--- config.mk ---
export PLATFORM = sky130hd
export DESIGN_NAME = hotkey_numeric_command_decoder
export DESIGN_NICKNAME = d
export VERILOG_FILES = /design/src/rtl/hncd_pkg.sv /design/src/rtl/hncd_front.sv /design/src/rtl/hncd_queue.sv /design/src/rtl/hncd_back.sv /design/src/rtl/hotkey_numeric_command_decoder.sv
export SDC_FILE = /design/constraint.sdc
export NUM_CORES = 1
export LEC_CHECK = 0
export ABC_CLOCK_PERIOD_IN_PS = 12660
export BUFFER_PORTS_ARGS = -buffer_cell sky130_fd_sc_hd__clkbuf_2
export CORE_UTILIZATION = 60
export DETAILED_ROUTE_END_ITERATION = 6
export PLACE_DENSITY = 0.75
export SYNTH_ARGS = -nofsm -noshare
export SYNTH_HDL_FRONTEND = slang
export SYNTH_SLANG_ARGS = --single-unit
--- constraint.sdc ---
create_clock -name clock -period 12.66 [get_ports clock]
set_clock_uncertainty 0.2 [all_clocks]
set_input_delay 2.532 -clock clock [delete_from_list [all_inputs] [get_ports clock]]
set_output_delay 2.532 -clock clock [all_outputs]
set_load 0.03 [all_outputs]
--- src/rtl/hncd_pkg.sv ---
// Shared types and constants of the hotkey numeric command decoder.
// Used by hncd_front, hncd_queue, hncd_back and the top level; no dependencies.
`default_nettype none

package hncd_pkg;

   // default storage widths of the id and delay accumulators
   localparam int ID_BITS_DEF    = 22;
   localparam int DELAY_BITS_DEF = 32;

   // fixed payload widths
   localparam int REQ_DATA_W = 8;
   localparam int REQ_USER_W = 1;
   localparam int TARGET_W   = 22;
   localparam int DELAY_W    = 32;
   localparam int RSP_DATA_W = 56;
   localparam int RSP_USER_W = 2;

   // decoupling queue depth
   localparam int Q_DEPTH = 2;

   // set-1 key codes (bits 6..0 of a scancode)
   localparam logic [6:0] KEY_CTRL  = 7'h1D;
   localparam logic [6:0] KEY_ALT   = 7'h38;
   localparam logic [6:0] KEY_SPACE = 7'h39;
   localparam logic [6:0] KEY_SEC   = 7'h1F;
   localparam logic [6:0] KEY_MIN   = 7'h32;
   localparam logic [6:0] KEY_HOUR  = 7'h23;
   localparam logic [6:0] KEY_DIG1  = 7'h02;
   localparam logic [6:0] KEY_DIG0  = 7'h0B;

   // time units: seconds, minutes, hours in milliseconds
   localparam int N_UNITS = 3;
   localparam int UNIT_W  = $clog2(N_UNITS);
   localparam int SCALE_W = 22;
   localparam logic [UNIT_W-1:0] UNIT_SEC  = 2'd0;
   localparam logic [UNIT_W-1:0] UNIT_MIN  = 2'd1;
   localparam logic [UNIT_W-1:0] UNIT_HOUR = 2'd2;
   localparam logic [SCALE_W-1:0] MS_SCALE [N_UNITS] = '{22'd1000, 22'd60000, 22'd3600000};

   // digit times scale fits in this many bits (9 * 3600000 < 2^25)
   localparam int DSCALE_W = 26;

   typedef enum logic [2:0] {
      KC_OTHER,
      KC_CTRL,
      KC_ALT,
      KC_SPACE,
      KC_DIGIT,
      KC_UNIT
   } key_class_type;

   typedef enum logic [1:0] {
      MODE_IDLE,
      MODE_ID,
      MODE_DELAY
   } mode_type;

   typedef enum logic [1:0] {
      ACT_KILL  = 2'd0,
      ACT_ARM   = 2'd1,
      ACT_TIMED = 2'd2
   } action_type;

   // classified item passed from the front end to the back end
   typedef struct packed {
      logic                expiry;
      logic                make;
      key_class_type       kind;
      logic [3:0]          digit;
      logic [UNIT_W-1:0]   unit;
   } item_type;

endpackage

`default_nettype wire

--- src/rtl/hncd_front.sv ---
// Front end: accepts request transfers and classifies each scancode.
// Depends on hncd_pkg.
`default_nettype none

module hncd_front (
   input  wire logic                               req_tvalid,
   output      logic                               req_tready,
   input  wire logic [hncd_pkg::REQ_USER_W-1:0]    req_tuser,  // [0] op
   input  wire logic [hncd_pkg::REQ_DATA_W-1:0]    req_tdata,  // [7:0] scan_byte
   input  wire logic                               q_full,
   output      logic                               wr_en,
   output      hncd_pkg::item_type                 wr_item
);

   logic [6:0] key;

   assign key        = req_tdata[6:0];
   assign req_tready = ~q_full;
   assign wr_en      = req_tvalid & ~q_full;

   always_comb begin
      wr_item        = '0;
      wr_item.expiry = req_tuser[0];
      wr_item.make   = ~req_tdata[7];
      wr_item.kind   = hncd_pkg::KC_OTHER;
      wr_item.digit  = 4'd0;
      wr_item.unit   = hncd_pkg::UNIT_SEC;
      if (key inside {[hncd_pkg::KEY_DIG1:hncd_pkg::KEY_DIG0]}) begin
         wr_item.kind = hncd_pkg::KC_DIGIT;
         // keys 1..9 sit one above their value; the zero key comes last
         if (key == hncd_pkg::KEY_DIG0) begin
            wr_item.digit = 4'd0;
         end else begin
            wr_item.digit = 4'(key - 7'd1);
         end
      end else begin
         case (key)
            hncd_pkg::KEY_CTRL:  wr_item.kind = hncd_pkg::KC_CTRL;
            hncd_pkg::KEY_ALT:   wr_item.kind = hncd_pkg::KC_ALT;
            hncd_pkg::KEY_SPACE: wr_item.kind = hncd_pkg::KC_SPACE;
            hncd_pkg::KEY_SEC: begin
               wr_item.kind = hncd_pkg::KC_UNIT;
               wr_item.unit = hncd_pkg::UNIT_SEC;
            end
            hncd_pkg::KEY_MIN: begin
               wr_item.kind = hncd_pkg::KC_UNIT;
               wr_item.unit = hncd_pkg::UNIT_MIN;
            end
            hncd_pkg::KEY_HOUR: begin
               wr_item.kind = hncd_pkg::KC_UNIT;
               wr_item.unit = hncd_pkg::UNIT_HOUR;
            end
            default: wr_item.kind = hncd_pkg::KC_OTHER;
         endcase
      end
   end

endmodule

`default_nettype wire

--- src/rtl/hncd_queue.sv ---
// Short FIFO of classified items between the front end and the back end.
// Depends on hncd_pkg.
`default_nettype none

module hncd_queue (
   input  wire logic                clock,
   input  wire logic                reset,
   input  wire logic                wr_en,
   input  wire hncd_pkg::item_type  wr_item,
   input  wire logic                rd_en,
   output      hncd_pkg::item_type  rd_item,
   output      logic                rd_valid,
   output      logic                full
);

   localparam int PTR_W = $clog2(hncd_pkg::Q_DEPTH);
   localparam int CNT_W = $clog2(hncd_pkg::Q_DEPTH + 1);

   hncd_pkg::item_type  entry_ff [hncd_pkg::Q_DEPTH];
   logic [PTR_W-1:0]    wr_ptr_ff, wr_ptr_in;
   logic [PTR_W-1:0]    rd_ptr_ff, rd_ptr_in;
   logic [CNT_W-1:0]    count_ff, count_in;

   assign rd_item  = entry_ff[rd_ptr_ff];
   assign rd_valid = (count_ff != '0);
   assign full     = (count_ff == CNT_W'(hncd_pkg::Q_DEPTH));

   always_comb begin
      wr_ptr_in = wr_ptr_ff;
      rd_ptr_in = rd_ptr_ff;
      count_in  = count_ff;
      if (wr_en) begin
         wr_ptr_in = (wr_ptr_ff == PTR_W'(hncd_pkg::Q_DEPTH - 1)) ? '0 : wr_ptr_ff + PTR_W'(1);
      end
      if (rd_en) begin
         rd_ptr_in = (rd_ptr_ff == PTR_W'(hncd_pkg::Q_DEPTH - 1)) ? '0 : rd_ptr_ff + PTR_W'(1);
      end
      if (wr_en && !rd_en) begin
         count_in = count_ff + CNT_W'(1);
      end else if (rd_en && !wr_en) begin
         count_in = count_ff - CNT_W'(1);
      end
   end

   always_ff @(posedge clock) begin
      if (reset) begin
         wr_ptr_ff <= '0;
         rd_ptr_ff <= '0;
         count_ff  <= '0;
      end else begin
         wr_ptr_ff <= wr_ptr_in;
         rd_ptr_ff <= rd_ptr_in;
         count_ff  <= count_in;
      end
   end

   always_ff @(posedge clock) begin
      if (wr_en) begin
         entry_ff[wr_ptr_ff] <= wr_item;
      end
   end

endmodule

`default_nettype wire

--- src/rtl/hncd_back.sv ---
// Back end: hotkey mode tracking, id and delay accumulation, command issue
// and the result output register. Depends on hncd_pkg.
`default_nettype none

module hncd_back #(
   parameter int ID_BITS    = hncd_pkg::ID_BITS_DEF,
   parameter int DELAY_BITS = hncd_pkg::DELAY_BITS_DEF
) (
   input  wire logic                               clock,
   input  wire logic                               reset,
   input  wire logic                               q_valid,
   input  wire hncd_pkg::item_type                 q_item,
   output      logic                               q_pop,
   output      logic                               rsp_tvalid,
   input  wire logic                               rsp_tready,
   output      logic [hncd_pkg::RSP_USER_W-1:0]    rsp_tuser,  // [1:0] action
   output      logic [hncd_pkg::RSP_DATA_W-1:0]    rsp_tdata   // [21:0] target_id,
                                                               // [53:22] delay_ms, zero pad
);

   localparam int ID_WIDE = ID_BITS + 4;
   localparam int DL_WIDE = DELAY_BITS + hncd_pkg::DSCALE_W;
   localparam int SUM_W   = DELAY_BITS + 1;
   localparam logic [ID_BITS-1:0]    ID_MAX    = '1;
   localparam logic [DELAY_BITS-1:0] DELAY_MAX = '1;

   hncd_pkg::mode_type      mode_ff, mode_in;
   logic                    ctrl_ff, ctrl_in;
   logic                    alt_ff, alt_in;
   logic                    space_ff, space_in;
   logic                    armed_ff, armed_in;
   logic [ID_BITS-1:0]      id_ff, id_in;
   logic [DELAY_BITS-1:0]   delay_ff, delay_in;
   logic [ID_BITS-1:0]      last_ff, last_in;
   // pending digit count already scaled by each unit, with a flag once it
   // passes the delay maximum
   logic [DELAY_BITS-1:0]   scaled_ff [hncd_pkg::N_UNITS];
   logic [DELAY_BITS-1:0]   scaled_in [hncd_pkg::N_UNITS];
   logic [hncd_pkg::N_UNITS-1:0] over_ff, over_in;

   logic                    out_valid_ff;
   hncd_pkg::action_type    out_action_ff;
   logic [hncd_pkg::TARGET_W-1:0] out_target_ff;
   logic [hncd_pkg::DELAY_W-1:0]  out_delay_ff;

   logic                    step, scan, expire;
   logic [ID_WIDE-1:0]      id_push;
   logic [ID_BITS-1:0]      id_upd;
   logic [DELAY_BITS-1:0]   delay_upd;
   logic [hncd_pkg::DSCALE_W-1:0] dscale [hncd_pkg::N_UNITS];
   logic [DL_WIDE-1:0]      lane_push [hncd_pkg::N_UNITS];
   logic [SUM_W-1:0]        lane_sum [hncd_pkg::N_UNITS];
   logic [SUM_W-1:0]        sel_sum;
   logic                    sel_over;
   logic                    chord, released;
   logic                    fire_kill, fire_arm;
   logic                    res_valid;
   hncd_pkg::action_type    res_action;
   logic [ID_BITS-1:0]      res_id;
   logic [ID_BITS+hncd_pkg::TARGET_W-1:0]   res_id_ext;
   logic [DELAY_BITS+hncd_pkg::DELAY_W-1:0] res_delay_ext;

   assign step   = q_valid & (~out_valid_ff | rsp_tready);
   assign q_pop  = step;
   assign scan   = step & ~q_item.expiry;
   assign expire = step & q_item.expiry;

   // one lane per time unit: scaled*10 + digit*scale, and delay + scaled
   always_comb begin
      for (int u = 0; u < hncd_pkg::N_UNITS; u++) begin
         dscale[u]    = hncd_pkg::DSCALE_W'(q_item.digit)
                        * hncd_pkg::DSCALE_W'(hncd_pkg::MS_SCALE[u]);
         lane_push[u] = DL_WIDE'({scaled_ff[u], 3'b000}) + DL_WIDE'({scaled_ff[u], 1'b0})
                        + DL_WIDE'(dscale[u]);
         lane_sum[u]  = SUM_W'(delay_ff) + SUM_W'(scaled_ff[u]);
      end
   end

   always_comb begin
      case (q_item.unit)
         hncd_pkg::UNIT_SEC: begin
            sel_sum  = lane_sum[0];
            sel_over = over_ff[0];
         end
         hncd_pkg::UNIT_MIN: begin
            sel_sum  = lane_sum[1];
            sel_over = over_ff[1];
         end
         hncd_pkg::UNIT_HOUR: begin
            sel_sum  = lane_sum[2];
            sel_over = over_ff[2];
         end
         default: begin
            sel_sum  = lane_sum[0];
            sel_over = over_ff[0];
         end
      endcase
   end

   assign id_push = ID_WIDE'({id_ff, 3'b000}) + ID_WIDE'({id_ff, 1'b0})
                    + ID_WIDE'(q_item.digit);

   // held keys, digit and unit accumulation
   always_comb begin
      ctrl_in   = ctrl_ff;
      alt_in    = alt_ff;
      space_in  = space_ff;
      id_upd    = id_ff;
      delay_upd = delay_ff;
      scaled_in = scaled_ff;
      over_in   = over_ff;
      if (scan) begin
         case (q_item.kind)
            hncd_pkg::KC_CTRL:  ctrl_in  = q_item.make;
            hncd_pkg::KC_ALT:   alt_in   = q_item.make;
            hncd_pkg::KC_SPACE: space_in = q_item.make;
            default: ;
         endcase
         if (q_item.make && mode_ff == hncd_pkg::MODE_ID
             && q_item.kind == hncd_pkg::KC_DIGIT) begin
            id_upd = (id_push > ID_WIDE'(ID_MAX)) ? ID_MAX : id_push[ID_BITS-1:0];
         end
         if (q_item.make && mode_ff == hncd_pkg::MODE_DELAY) begin
            if (q_item.kind == hncd_pkg::KC_DIGIT) begin
               for (int u = 0; u < hncd_pkg::N_UNITS; u++) begin
                  scaled_in[u] = lane_push[u][DELAY_BITS-1:0];
                  over_in[u]   = over_ff[u] | (lane_push[u] > DL_WIDE'(DELAY_MAX));
               end
            end else if (q_item.kind == hncd_pkg::KC_UNIT) begin
               if (sel_over || sel_sum > SUM_W'(DELAY_MAX)) begin
                  delay_upd = DELAY_MAX;
               end else begin
                  delay_upd = sel_sum[DELAY_BITS-1:0];
               end
               for (int u = 0; u < hncd_pkg::N_UNITS; u++) begin
                  scaled_in[u] = '0;
               end
               over_in = '0;
            end
         end
      end
   end

   assign chord     = ctrl_in & alt_in;
   assign released  = ~ctrl_in & ~alt_in;
   assign fire_kill = scan && mode_ff == hncd_pkg::MODE_ID && released && id_upd != '0;
   assign fire_arm  = scan && mode_ff == hncd_pkg::MODE_DELAY && released
                      && id_upd != '0 && delay_upd != '0 && !armed_ff;

   // entry mode next state
   always_comb begin
      mode_in = mode_ff;
      if (scan) begin
         case (mode_ff)
            hncd_pkg::MODE_IDLE: begin
               // Space already held: id entry passes straight on to delay entry
               if (chord && space_in) begin
                  mode_in = hncd_pkg::MODE_DELAY;
               end else if (chord) begin
                  mode_in = hncd_pkg::MODE_ID;
               end
            end
            hncd_pkg::MODE_ID: begin
               if (chord && space_in) begin
                  mode_in = hncd_pkg::MODE_DELAY;
               end else if (fire_kill) begin
                  mode_in = hncd_pkg::MODE_IDLE;
               end
            end
            hncd_pkg::MODE_DELAY: begin
               if (fire_arm) begin
                  mode_in = hncd_pkg::MODE_IDLE;
               end
            end
            default: mode_in = hncd_pkg::MODE_IDLE;
         endcase
      end
   end

   // commands, accumulator clearing and results
   always_comb begin
      id_in      = id_upd;
      delay_in   = delay_upd;
      last_in    = last_ff;
      armed_in   = armed_ff;
      res_valid  = 1'b0;
      res_action = hncd_pkg::ACT_KILL;
      res_id     = last_ff;
      if (expire && armed_ff) begin
         armed_in   = 1'b0;
         res_valid  = 1'b1;
         res_action = hncd_pkg::ACT_TIMED;
      end
      if (fire_kill || fire_arm) begin
         last_in    = id_upd;
         res_id     = id_upd;
         res_valid  = 1'b1;
         res_action = fire_arm ? hncd_pkg::ACT_ARM : hncd_pkg::ACT_KILL;
         if (fire_arm) begin
            armed_in = 1'b1;
         end
      end
      // with no entry mode and both modifiers up the accumulators restart
      if (scan && mode_in == hncd_pkg::MODE_IDLE && released) begin
         id_in    = '0;
         delay_in = '0;
      end
   end

   assign res_id_ext    = {{hncd_pkg::TARGET_W{1'b0}}, res_id};
   assign res_delay_ext = {{hncd_pkg::DELAY_W{1'b0}},
                           (fire_arm ? delay_upd : {DELAY_BITS{1'b0}})};

   always_ff @(posedge clock) begin
      if (reset) begin
         mode_ff  <= hncd_pkg::MODE_IDLE;
         ctrl_ff  <= 1'b0;
         alt_ff   <= 1'b0;
         space_ff <= 1'b0;
         armed_ff <= 1'b0;
         id_ff    <= '0;
         delay_ff <= '0;
         last_ff  <= '0;
         over_ff  <= '0;
         for (int u = 0; u < hncd_pkg::N_UNITS; u++) begin
            scaled_ff[u] <= '0;
         end
      end else begin
         mode_ff   <= mode_in;
         ctrl_ff   <= ctrl_in;
         alt_ff    <= alt_in;
         space_ff  <= space_in;
         armed_ff  <= armed_in;
         id_ff     <= id_in;
         delay_ff  <= delay_in;
         last_ff   <= last_in;
         over_ff   <= over_in;
         scaled_ff <= scaled_in;
      end
   end

   // output register; res_valid only rises when the slot is free or draining
   always_ff @(posedge clock) begin
      if (reset) begin
         out_valid_ff <= 1'b0;
      end else if (res_valid) begin
         out_valid_ff <= 1'b1;
      end else if (rsp_tready) begin
         out_valid_ff <= 1'b0;
      end
   end

   always_ff @(posedge clock) begin
      if (res_valid) begin
         out_action_ff <= res_action;
         out_target_ff <= res_id_ext[hncd_pkg::TARGET_W-1:0];
         out_delay_ff  <= res_delay_ext[hncd_pkg::DELAY_W-1:0];
      end
   end

   assign rsp_tvalid = out_valid_ff;
   assign rsp_tuser  = out_action_ff;
   assign rsp_tdata  = {{(hncd_pkg::RSP_DATA_W - hncd_pkg::DELAY_W - hncd_pkg::TARGET_W){1'b0}},
                        out_delay_ff, out_target_ff};

endmodule

`default_nettype wire

--- src/rtl/hotkey_numeric_command_decoder.sv ---
// Hotkey numeric command decoder, top level.
// Request side: one transfer per set-1 scancode byte (tuser = 0) or per
// timer expiry (tuser = 1); bit 7 of the byte marks a key release.
// Response side: at most one command per request: kill now, arm timer with
// a millisecond delay, or timed kill of the last target on expiry.
// Ctrl+Alt held starts id entry (digits build a decimal id); adding Space
// switches to delay entry (digits followed by s, m or h add to the delay).
// Releasing Ctrl and Alt issues the command.
// Throughput: one request per cycle while rsp_tready does not stall the output. A request is
// decoded in the front end, waits in a two-entry queue and is executed by the back end;
// its command is registered in the output register, which drives rsp_.
// When rsp_tready is low the output register holds its command, the back end
// stops, the queue fills and req_tready drops once it is full; the front end
// keeps taking requests until then.
// Reset (synchronous, active high) clears held keys, entry mode, the
// accumulators, the armed flag, the queue and the output valid.
// Depends on hncd_pkg, hncd_front, hncd_queue, hncd_back.
`default_nettype none

module hotkey_numeric_command_decoder #(
   parameter int ID_BITS    = hncd_pkg::ID_BITS_DEF,
   parameter int DELAY_BITS = hncd_pkg::DELAY_BITS_DEF
) (
   input  wire logic                               clock,
   input  wire logic                               reset,
   input  wire logic                               req_tvalid,
   output      logic                               req_tready,
   input  wire logic [hncd_pkg::REQ_USER_W-1:0]    req_tuser,  // [0] op
   input  wire logic [hncd_pkg::REQ_DATA_W-1:0]    req_tdata,  // [7:0] scan_byte
   output      logic                               rsp_tvalid,
   input  wire logic                               rsp_tready,
   output      logic [hncd_pkg::RSP_USER_W-1:0]    rsp_tuser,  // [1:0] action
   output      logic [hncd_pkg::RSP_DATA_W-1:0]    rsp_tdata   // [21:0] target_id,
                                                               // [53:22] delay_ms, zero pad
);

   logic                q_full;
   logic                q_wr_en;
   hncd_pkg::item_type  q_wr_item;
   logic                q_rd_en;
   hncd_pkg::item_type  q_rd_item;
   logic                q_rd_valid;

   hncd_front u_front (
      .req_tvalid (req_tvalid),
      .req_tready (req_tready),
      .req_tuser  (req_tuser),
      .req_tdata  (req_tdata),
      .q_full     (q_full),
      .wr_en      (q_wr_en),
      .wr_item    (q_wr_item)
   );

   hncd_queue u_queue (
      .clock    (clock),
      .reset    (reset),
      .wr_en    (q_wr_en),
      .wr_item  (q_wr_item),
      .rd_en    (q_rd_en),
      .rd_item  (q_rd_item),
      .rd_valid (q_rd_valid),
      .full     (q_full)
   );

   hncd_back #(
      .ID_BITS    (ID_BITS),
      .DELAY_BITS (DELAY_BITS)
   ) u_back (
      .clock      (clock),
      .reset      (reset),
      .q_valid    (q_rd_valid),
      .q_item     (q_rd_item),
      .q_pop      (q_rd_en),
      .rsp_tvalid (rsp_tvalid),
      .rsp_tready (rsp_tready),
      .rsp_tuser  (rsp_tuser),
      .rsp_tdata  (rsp_tdata)
   );

endmodule

`default_nettype wire

# --- Word level (Yosys, flattened, before mapping) ---
# Memories as Yosys holds them, arrays and structs flattened. A register that Yosys moved wholly into a read port is not among the register bits.
# Cells that the tools add are included.
# W data, S select, Z words.
totals:
  reg_bits: 242
  ram_bits: 22
  input_bits: 13
  out_inout_bits: 60
  wordCells: 165
  memories: 1
mem_list:
  columns: ["name", "words", "word_bits", "rd", "rd_clocked_by_memory_dff", "write_ports", "line_no", "rtl"]
  rows:
  - ["u_queue.entry_ff", 2, 11, 1, 1, 1, "hncd_queue.sv:19", "hncd_pkg::item_type entry_ff [hncd_pkg::Q_DEPTH];"]
classes:
  n_addsub: 16
  multipliers: 3
  order_cmp: 7
  n_eq_ne: 17
  n_mux: 52
  n_bitwise: 16
  n_reduce_logical: 34
op_table:
  columns: ["operator", "count"]
  rows:
  - ["$mux W96", 2]
  - ["$gt A58 B32 Y1 const B", 3]
  - ["$mux W32", 5]
  - ["$add A35 B33 Y36", 3]
  - ["$add A32 B32 Y33", 3]
  - ["$mux W22", 4]
  - ["$pmux W33 S2", 1]
  - ["$add A58 B14 Y58", 1]
  - ["$add A58 B20 Y58", 1]
  - ["$add A58 B26 Y58", 1]
  - ["$gt A33 B32 Y1 const B", 1]
  - ["$reduce_bool A32 Y1", 1]
  - ["$eq A7 B6 Y1 const B", 4]
  - ["$add A25 B23 Y26", 1]
  - ["$add A26 B4 Y26", 1]
  - ["$gt A26 B22 Y1 const B", 1]
  - ["$mux W2", 11]
  - ["$reduce_bool A22 Y1", 1]
  - ["$mux W1", 20]
  - ["$mul A4 B15 Y19 const B", 1]
  - ["$logic_and A1 B1 Y1", 18]
  - ["$mul A4 B11 Y15 const B", 1]
  - ["$eq A7 B5 Y1 const B", 2]
  - ["$pmux W3 S4", 1]
  - ["other kinds (28)", 57]

# --- Longest topological paths before layout ---
# Gate-level depths: netlist (run 1).
logic_depth:
  depth_word: 19
  depth_mapped: 29
  mapped_depth_nobuf: 28

# --- Cells and area by module ---
# A second synthesis (run 1) with hierarchy kept.
unflattened:
  hier_cells: 2355
  area_unflattened_um2: 20367.0
modules_own_cells:
  columns: ["mod", "instances", "cells_each", "area_each_um2", "seq_area_each_um2"]
  rows:
  - ["hncd_back", 1, 2254, 19054.5, 4904.7]
  - ["hncd_queue", 1, 56, 999.7, 760.7]
  - ["hncd_front", 1, 45, 312.8, 0.0]

# --- Least setup slack after synthesis (run 1) ---
# Ideal clock, no wire load.
synth_timing:
  path_type: "input -> register"
  startpoint: "in rsp_tready"
  endpoint: "reg u_back.out_delay_ff[0] (netlist bit) (enable)"
  setup_time_ps: 637
  arrival_time_ps: 6104
  t_required_ps: 11823
  slack_ps: 5720
  stages: 14
  path_buffers: 3
  path_cell_list: "nand2b_1 o21ai_1 nor2b_1 clkbuf_1 nand3_1 or3_1 buf_6 o41a_4 a2111oi_4 nand4b_1 o31a_1 o221ai_4 buf_12 nand2_1"
synth_via:
  elab_chain_cells: 12
  elab_cells_between_ends: 25
  classes_between: "mux (6); bitwise (7); reduce/logical (12)"
synth_lines:
  columns: ["element", "line_no", "rtl"]
  rows:
  - ["start, declared", "hotkey_numeric_command_decoder.sv:31", "input wire logic rsp_tready,"]
  - ["$or A1 B1 Y1 *", "hncd_back.sv:63", "assign step = q_valid & (~out_valid_ff | rsp_tready);"]
  - ["$and A1 B1 Y1 *", "hncd_back.sv:63", null]
  - ["parallel branches: the longest is 9 deep, another holds $mux W22", null, null]
  - ["$mux W1 *", "hncd_back.sv:194", "if (fire_kill || fire_arm) begin"]
  - ["via u_back.res_valid", "hncd_back.sv:57", "logic res_valid;"]
  - ["end signal, assigned", "hncd_back.sv:257", "out_delay_ff <= res_delay_ext[hncd_pkg::DELAY_W-1:0];"]
  - ["end, declared", "hncd_back.sv:44", "logic [hncd_pkg::DELAY_W-1:0] out_delay_ff;"]
# Mark *: on every way through the listed nets, which the timed path passes.
# A chain may end at the register's enable or synchronous reset.

==> flow_summary.yaml, run 1 <==
global_routing:
  track_usage: 0.309
  gr-usage-met2: 0.508
  grt_pass1_vias: 17398
  grt_busiest_layer: "met2"
  grt_max_degree: 75
  grt_overflow_total: 0
  grt_pass1_wl_um: 89300
  met3_usage: 0.0263
  gr-usage-met1: 0.439
  antenna_found_initial: 0
detailed_routing:
  drt-initial-drc-count: 1673
  dr.pass1.iters: 7
  wl_um: 54500
  antenna_left: 0
  viasPerCell: 6.32
  dr_total_vias: 18336
  drc_errors: 1
  wl_per_cell_um: 18.8
power_and_ir_drop:
  pwr-share-comb: 0.569
  p_int_uw: 2120
  powerDensity_nw_per_um2: 174
  pwr-share-clk: 0.211
  p_leak_uw: 0.00988
  p_sw_frac: 0.447
  p_seq_frac: 0.220
  p_switching_uw: 1710
  peakVddDrop_mv: 0.416
clock_network:
  cts_tree: "done"
  clockBufferDepth: 3
  cts_root_buf: "clkbuf_16"
  clk_pin_slew_ps: 60
  cts.sinks: 244
  cts_made_buffers: 26
  cts_resized: 0
  postCtsSetupBuffers: 0
  cts_max_level: 1
  cts_hold_buf: 0
  clkLatencyLatePin_ps: 550
final_layout:
  fin_nets: 2693
  final_cell_mix: "256 x nor2_1, 228 x ha_1, 198 x a21oi_1"
  final_cells: 2902
  final_common_cell: "nor2_1"
  diodes: 0
  final_cell_area_um2: 22000
  final_util: 0.656
  layout-drive-gt1-share: 0.0807
  nFillCells: 2874
  seq_area_um2: 5670
  multi_input_area_um2: 14000
  area_delta_synth_final_pct: 7.78
placed_design:
  dp_hpwl_um: 42300
  portBuffers: 70
  dpl_cell_area_um2: 21100
  gp_congestion: 0.995
  dp_cells: 2854
floorplan:
  rows: 67
  core_area_um2: 33500
  floorplan.initialDensity: 0.609
  die_area_um2: 34800
  die_w_um: 186
  ios: 73
  die_h_um: 186
job:
  cap_violations: 0
logic_synthesis:
  muxShareOfSynthArea: 0.0244
  ys_seq_area_frac: 0.278
  synthFlopType: "dfxtp_1"
  synth_edf_count: 78
  yosys.area_share.adder: 0.157
  syn-cell-area_um2: 20400
  synth_compound_area_frac: 0.236
  synthArstFlopShare: 0
  synth_top_family_by_area: "compound AO/OA/AOI/OAI gates"
  ys_warn_count: 0
  synthCells: 2409
  avgSynthCellArea_um2: 8.47
  ys_ff_latch: 244
  synth-xor-area-share: 0.0863
  ys_types: 89
  yosys.area_share.simple: 0.178
worst_setup_path:
  critPathMaxFanout: 46
  path_class: "register to register"
  crit_arrival_ps: 7340
  critPathRequiredTime_ps: 12690
  crit_path_end_kind: "register"
  cp-start-kind: "register"
status:
  violations: "design-rule violations"
  status: "finished with violations"
sta:
  fmax_mhz: 137
  setup_viol: 0
  fin_crit_ps: 7310
  hold_viol_final: 0
  slew_headroom: 0.206
  rsz0062_at_grt: "false"
  tightestPinTransition_ps: 1180
  finalMaxSlewViolations: 0
  hold_slack_ps: 294
  setup_tns_ps: 0
  timing.final.crit_share: 0.578
hold_path:
  hold_class: "register to register"
[power by group through the flow]
| stage | sequential (uW) | clock (uW) | combinational [uW] |
|---|---|---|---|
| global placement | 857 | 0 | 2070 |
| global route | 844 | 852 | 2390 |
| floorplan | 848 | 0 | 1620 |
| detailed placement | 859 | 0 | 2150 |
| CTS | 842 | 816 | 2160 |
| finish | 842 | 809 | 2180 |
[layout make-up]
cell class,instances,share of cell area
Sequential cell,244,0.258
Clock buffer,31,0.0313
Tap cell,448,0.0255
Clock inverter,17,0.0105
Timing Repair Buffer,85,0.0212
Multi-Input combinational cell,1971,0.636
Inverter,106,0.0181
[synth_stat cells, drive strengths merged (18+ instances only)]
cell / n / area, um^2
clkbuf: 65 / 244
ha: 228 / 2850
nand3: 54 / 270
dfxtp: 166 / 3320
edfxtp: 78 / 2340
o21a: 28 / 210
xor2: 77 / 674
nor2: 258 / 971
nand2: 150 / 563
nand4: 25 / 156
a211oi: 23 / 173
or3: 18 / 113
nand2b: 31 / 194
a31oi: 26 / 163
nor3: 64 / 330
o21bai: 25 / 188
fa: 18 / 360
a21o: 60 / 450
a21oi: 199 / 1000
mux2: 24 / 334
and3: 30 / 188
o21ai: 136 / 681
nor2b: 28 / 175
xnor2: 124 / 1090
a22oi: 70 / 526
nor4: 25 / 163
buf: 24 / 161
inv: 106 / 398
[worst paths after layout]
path	start	slack, ps	cells after the start	to
max	register	5350	18	u_back.out_delay_ff[28]
min	u_back.delay_ff[1]	290	2	u_back.delay_ff[1]
max reg2reg	register	5350	18	u_back.out_delay_ff[28]
min reg2reg	u_back.delay_ff[1]	290	2	u_back.delay_ff[1]
[state kept, by name, indices dropped and copies added, names as in the netlist, 2 cells and up, named ones only]
signal	flops
u_back.last_ff	22
u_back.out_delay_ff	32
u_back.over_ff	3
u_back.id_ff	22
u_back.scaled_ff	75
u_back.out_target_ff	22
u_back.mode_ff	2
u_back.delay_ff	32
u_back.rsp_tuser	2
u_queue.count_ff	2
u_queue.entry_ff	22
[kinds of logic after synthesis]
| logic type | Yosys count |
|---|---|
| AOI/OAI and AO/OA | 729 |
| xor gates and xnor gates | 201 |
| adders and majority gates | 246 |
| buffers and inverters | 195 |
| DFF | 244 |
| muxes | 40 |
| other | 1 |
| and+or+nand+nor | 753 |
[worst max-delay path: stages (launching register included)]
cell and delay [ps]:
dfxtp_1 750, mux2i_1 370, ha_1 890, a22oi_1 220
o21ai_0 260, ha_1 360, a21oi_1 420, a21oi_1 120
o2111ai_1 360, nand3_1 220, a21boi_0 280, xnor2_1 120
o41ai_1 470, o2111ai_1 260, o31a_1 390, o221ai_4 160
buf_4 410, nand2_2 280, buf_4 370
[routing by layer]
layer,part of all wire,vias up
met1,0.45,8642
met2,0.46,680
met5,0,-
li1,-,8929
met4,0.022,0
met3,0.068,85
[stage by stage]
step	power, uW	worst slack [ps]
final	3840	5350
after global routing	4090	4630
after CTS	3820	5410
after detailed placement	3010	5180
after global placement	2930	5430
after floorplan	2460	5720
(Power assumes the default switching activity.)
==> inputs of run 2 (changes only) <==
--- a/config.mk
+++ b/config.mk
@@ -5,7 +5,7 @@
 export SDC_FILE = /design/constraint.sdc
 export NUM_CORES = 1
 export LEC_CHECK = 0
-export ABC_CLOCK_PERIOD_IN_PS = 12660
+export ABC_CLOCK_PERIOD_IN_PS = 7500
 export BUFFER_PORTS_ARGS = -buffer_cell sky130_fd_sc_hd__clkbuf_2
 export CORE_UTILIZATION = 60
 export DETAILED_ROUTE_END_ITERATION = 6
==> constraint.sdc (replaced) <==
create_clock -name clock -period 7.5 [get_ports clock]
set_clock_uncertainty 0.2 [all_clocks]
set_input_delay 1.5 -clock clock [delete_from_list [all_inputs] [get_ports clock]]
set_output_delay 1.5 -clock clock [all_outputs]
set_load 0.03 [all_outputs]
==> run 2 against run 1 <==
  * The flow now finishes without violations
  * Count of clock-buffer cells in the layout shrank 1
  * Design area grew 0.50%
  * First-iteration DRC count shrank 0.84%
  * Sequential cell count is the same
  * Critical path depth grew 5
  * Combinational power grew 70%
  * Clock power grew 67%
  * Power grew 69%
  * Cell count grew 0.41%
  * Wire length grew 2.0%
  * Worst setup slack lost 4900 ps
  * Largest cell class unchanged
==> flow_summary.yaml, run 2 (same netlist as run 1, synthesis figures left out) <==
detailed_routing:
  dr.pass1.iters: 6
  viasPerCell: 6.30
  wl_per_cell_um: 19.1
  antenna_left: 0
  drc_errors: 0
  wl_um: 55600
  dr_total_vias: 18361
  drt-initial-drc-count: 1659
worst_setup_path:
  crit_arrival_ps: 7310
  crit_path_end_kind: "register"
  path_class: "register to register"
  cp-start-kind: "register"
  critPathRequiredTime_ps: 7770
  critPathMaxFanout: 10
  rrSetupSlack_ps: 460
sta:
  finalMaxSlewViolations: 0
  timing.final.crit_share: 0.939
  fin_ws_ps: 459
  setup_tns_ps: 0
  setup_viol: 0
  slew_headroom: 0.242
  rsz0062_at_grt: "false"
  hold_viol_final: 0
  fin_crit_ps: 7040
  tightestPinTransition_ps: 1130
  fmax_mhz: 142
clock_network:
  cts_tree: "done"
  cts_made_buffers: 26
  postCtsSetupBuffers: 0
  cts.sinks: 244
  clockBufferDepth: 3
  clkLatencyLatePin_ps: 550
  clk_pin_slew_ps: 70
  cts_root_buf: "clkbuf_16"
  cts_max_level: 1
floorplan:
  rows: 67
  die_area_um2: 34800
  die_h_um: 186
  floorplan.initialDensity: 0.609
  die_w_um: 186
  core_area_um2: 33500
  ios: 73
final_layout:
  fin_nets: 2705
  final_cell_mix: "256 x nor2_1, 228 x ha_1, 198 x a21oi_1"
  diodes: 0
  top_regs: "u_back.scaled_ff x75, u_back.delay_ff x32, u_back.out_delay_ff x32"
  final_common_cell: "nor2_1"
  seq_area_um2: 5670
  largest_register_ff_count: 75
  area_delta_synth_final_pct: 8.32
  nFillCells: 2873
  multi_input_area_um2: 14000
  largest_register: "u_back.scaled_ff"
  layout-drive-gt1-share: 0.0868
power_and_ir_drop:
  powerDensity_nw_per_um2: 293
  p_leak_uw: 0.00995
  peakVddDrop_mv: 0.704
global_routing:
  grt_overflow_total: 0
  grt_pass1_vias: 17231
  track_usage: 0.313
  grt_pass1_wl_um: 90000
  antenna_found_initial: 1
  grt_max_degree: 74
placed_design:
  portBuffers: 70
  dp_hpwl_um: 42900
  pre_cts_ws_ps: 452
  gp_congestion: 0.978
status:
  status: "completed"
job:
  cap_violations: 0
hold_path:
  hold_class: "register to register"
## run 2: cell count changes in the layout (fill, tap and decap cells not counted), moves of 2 or more
cell       previous run  this run
clkbuf_16            26        28
buf_4                16        25
bufinv_16             4         1
inv_6                 1         6
clkbuf_1              3         0
buf_12                0         3
## run 2: through the flow
step | cells | utilization | instance area [um^2] | power, uW | hold WS (ps)
after global placement | 2866 | 0.632 | 21200 | 4980 | 273
after CTS | 2914 | 0.659 | 22100 | 6440 | 301
after detailed placement | 2866 | 0.632 | 21200 | 5080 | 279
after floorplan | 2410 | - | 20400 | 4160 | 253
final | 2914 | 0.659 | 22100 | 6480 | 302
after global routing | 2914 | 0.659 | 22100 | 6900 | 339
## run 2: path summary, 6_finish.rpt
check,endpoint,depth (start not counted),startpoint
hold / removal,u_back.delay_ff[2],2,u_back.delay_ff[2]
setup reg to reg,u_back.over_ff[2],23,register
setup / recovery,u_back.over_ff[2],23,register
hold reg to reg,u_back.delay_ff[2],2,u_back.delay_ff[2]
## run 2: area by class of cell
class / instances / share of cell area
multi-input cells: 1971 / 0.633
well taps: 448 / 0.0254
clock buffers: 30 / 0.0329
inverters: 106 / 0.0180
clock inverters: 18 / 0.00787
flip-flops and latches: 244 / 0.256
repair buffers: 97 / 0.0268
## run 2: power breakdown
part	internal (uW)	switching, uW
Clock	752	600
Sequential	1390	25.3
Combinational	1410	2300
## run 2: per-layer routing
metal | track usage | part of all wire | up-vias
met5 | 0 | 0.00022 | -
met4 | 0.0833 | 0.023 | 2
met3 | 0.0354 | 0.061 | 92
met2 | 0.519 | 0.46 | 629
met1 | 0.432 | 0.46 | 8718
li1 | - | - | 8920
## run 2: worst max-delay path: stages, from the launching register on
cell,delay [ps]
dfxtp_1,650
mux2i_1,420
inv_1,260
ha_1,410
inv_1,80
fa_1,570
inv_1,80
ha_1,350
a21o_1,210
a21oi_1,270
o21bai_1,130
a21oi_1,190
o21ai_0,140
xor2_1,160
ha_1,390
a211o_1,300
a21o_1,190
a21oi_1,260
o21ai_0,180
a2111oi_0,740
nor4b_1,230
and3_1,230
a41o_1,240
o22ai_1,100
## run 2: timing repair
action                                  CTS  global route
resized for setup                         0             1
endpoints found under the setup margin    0             3
hold buffers                              0             0
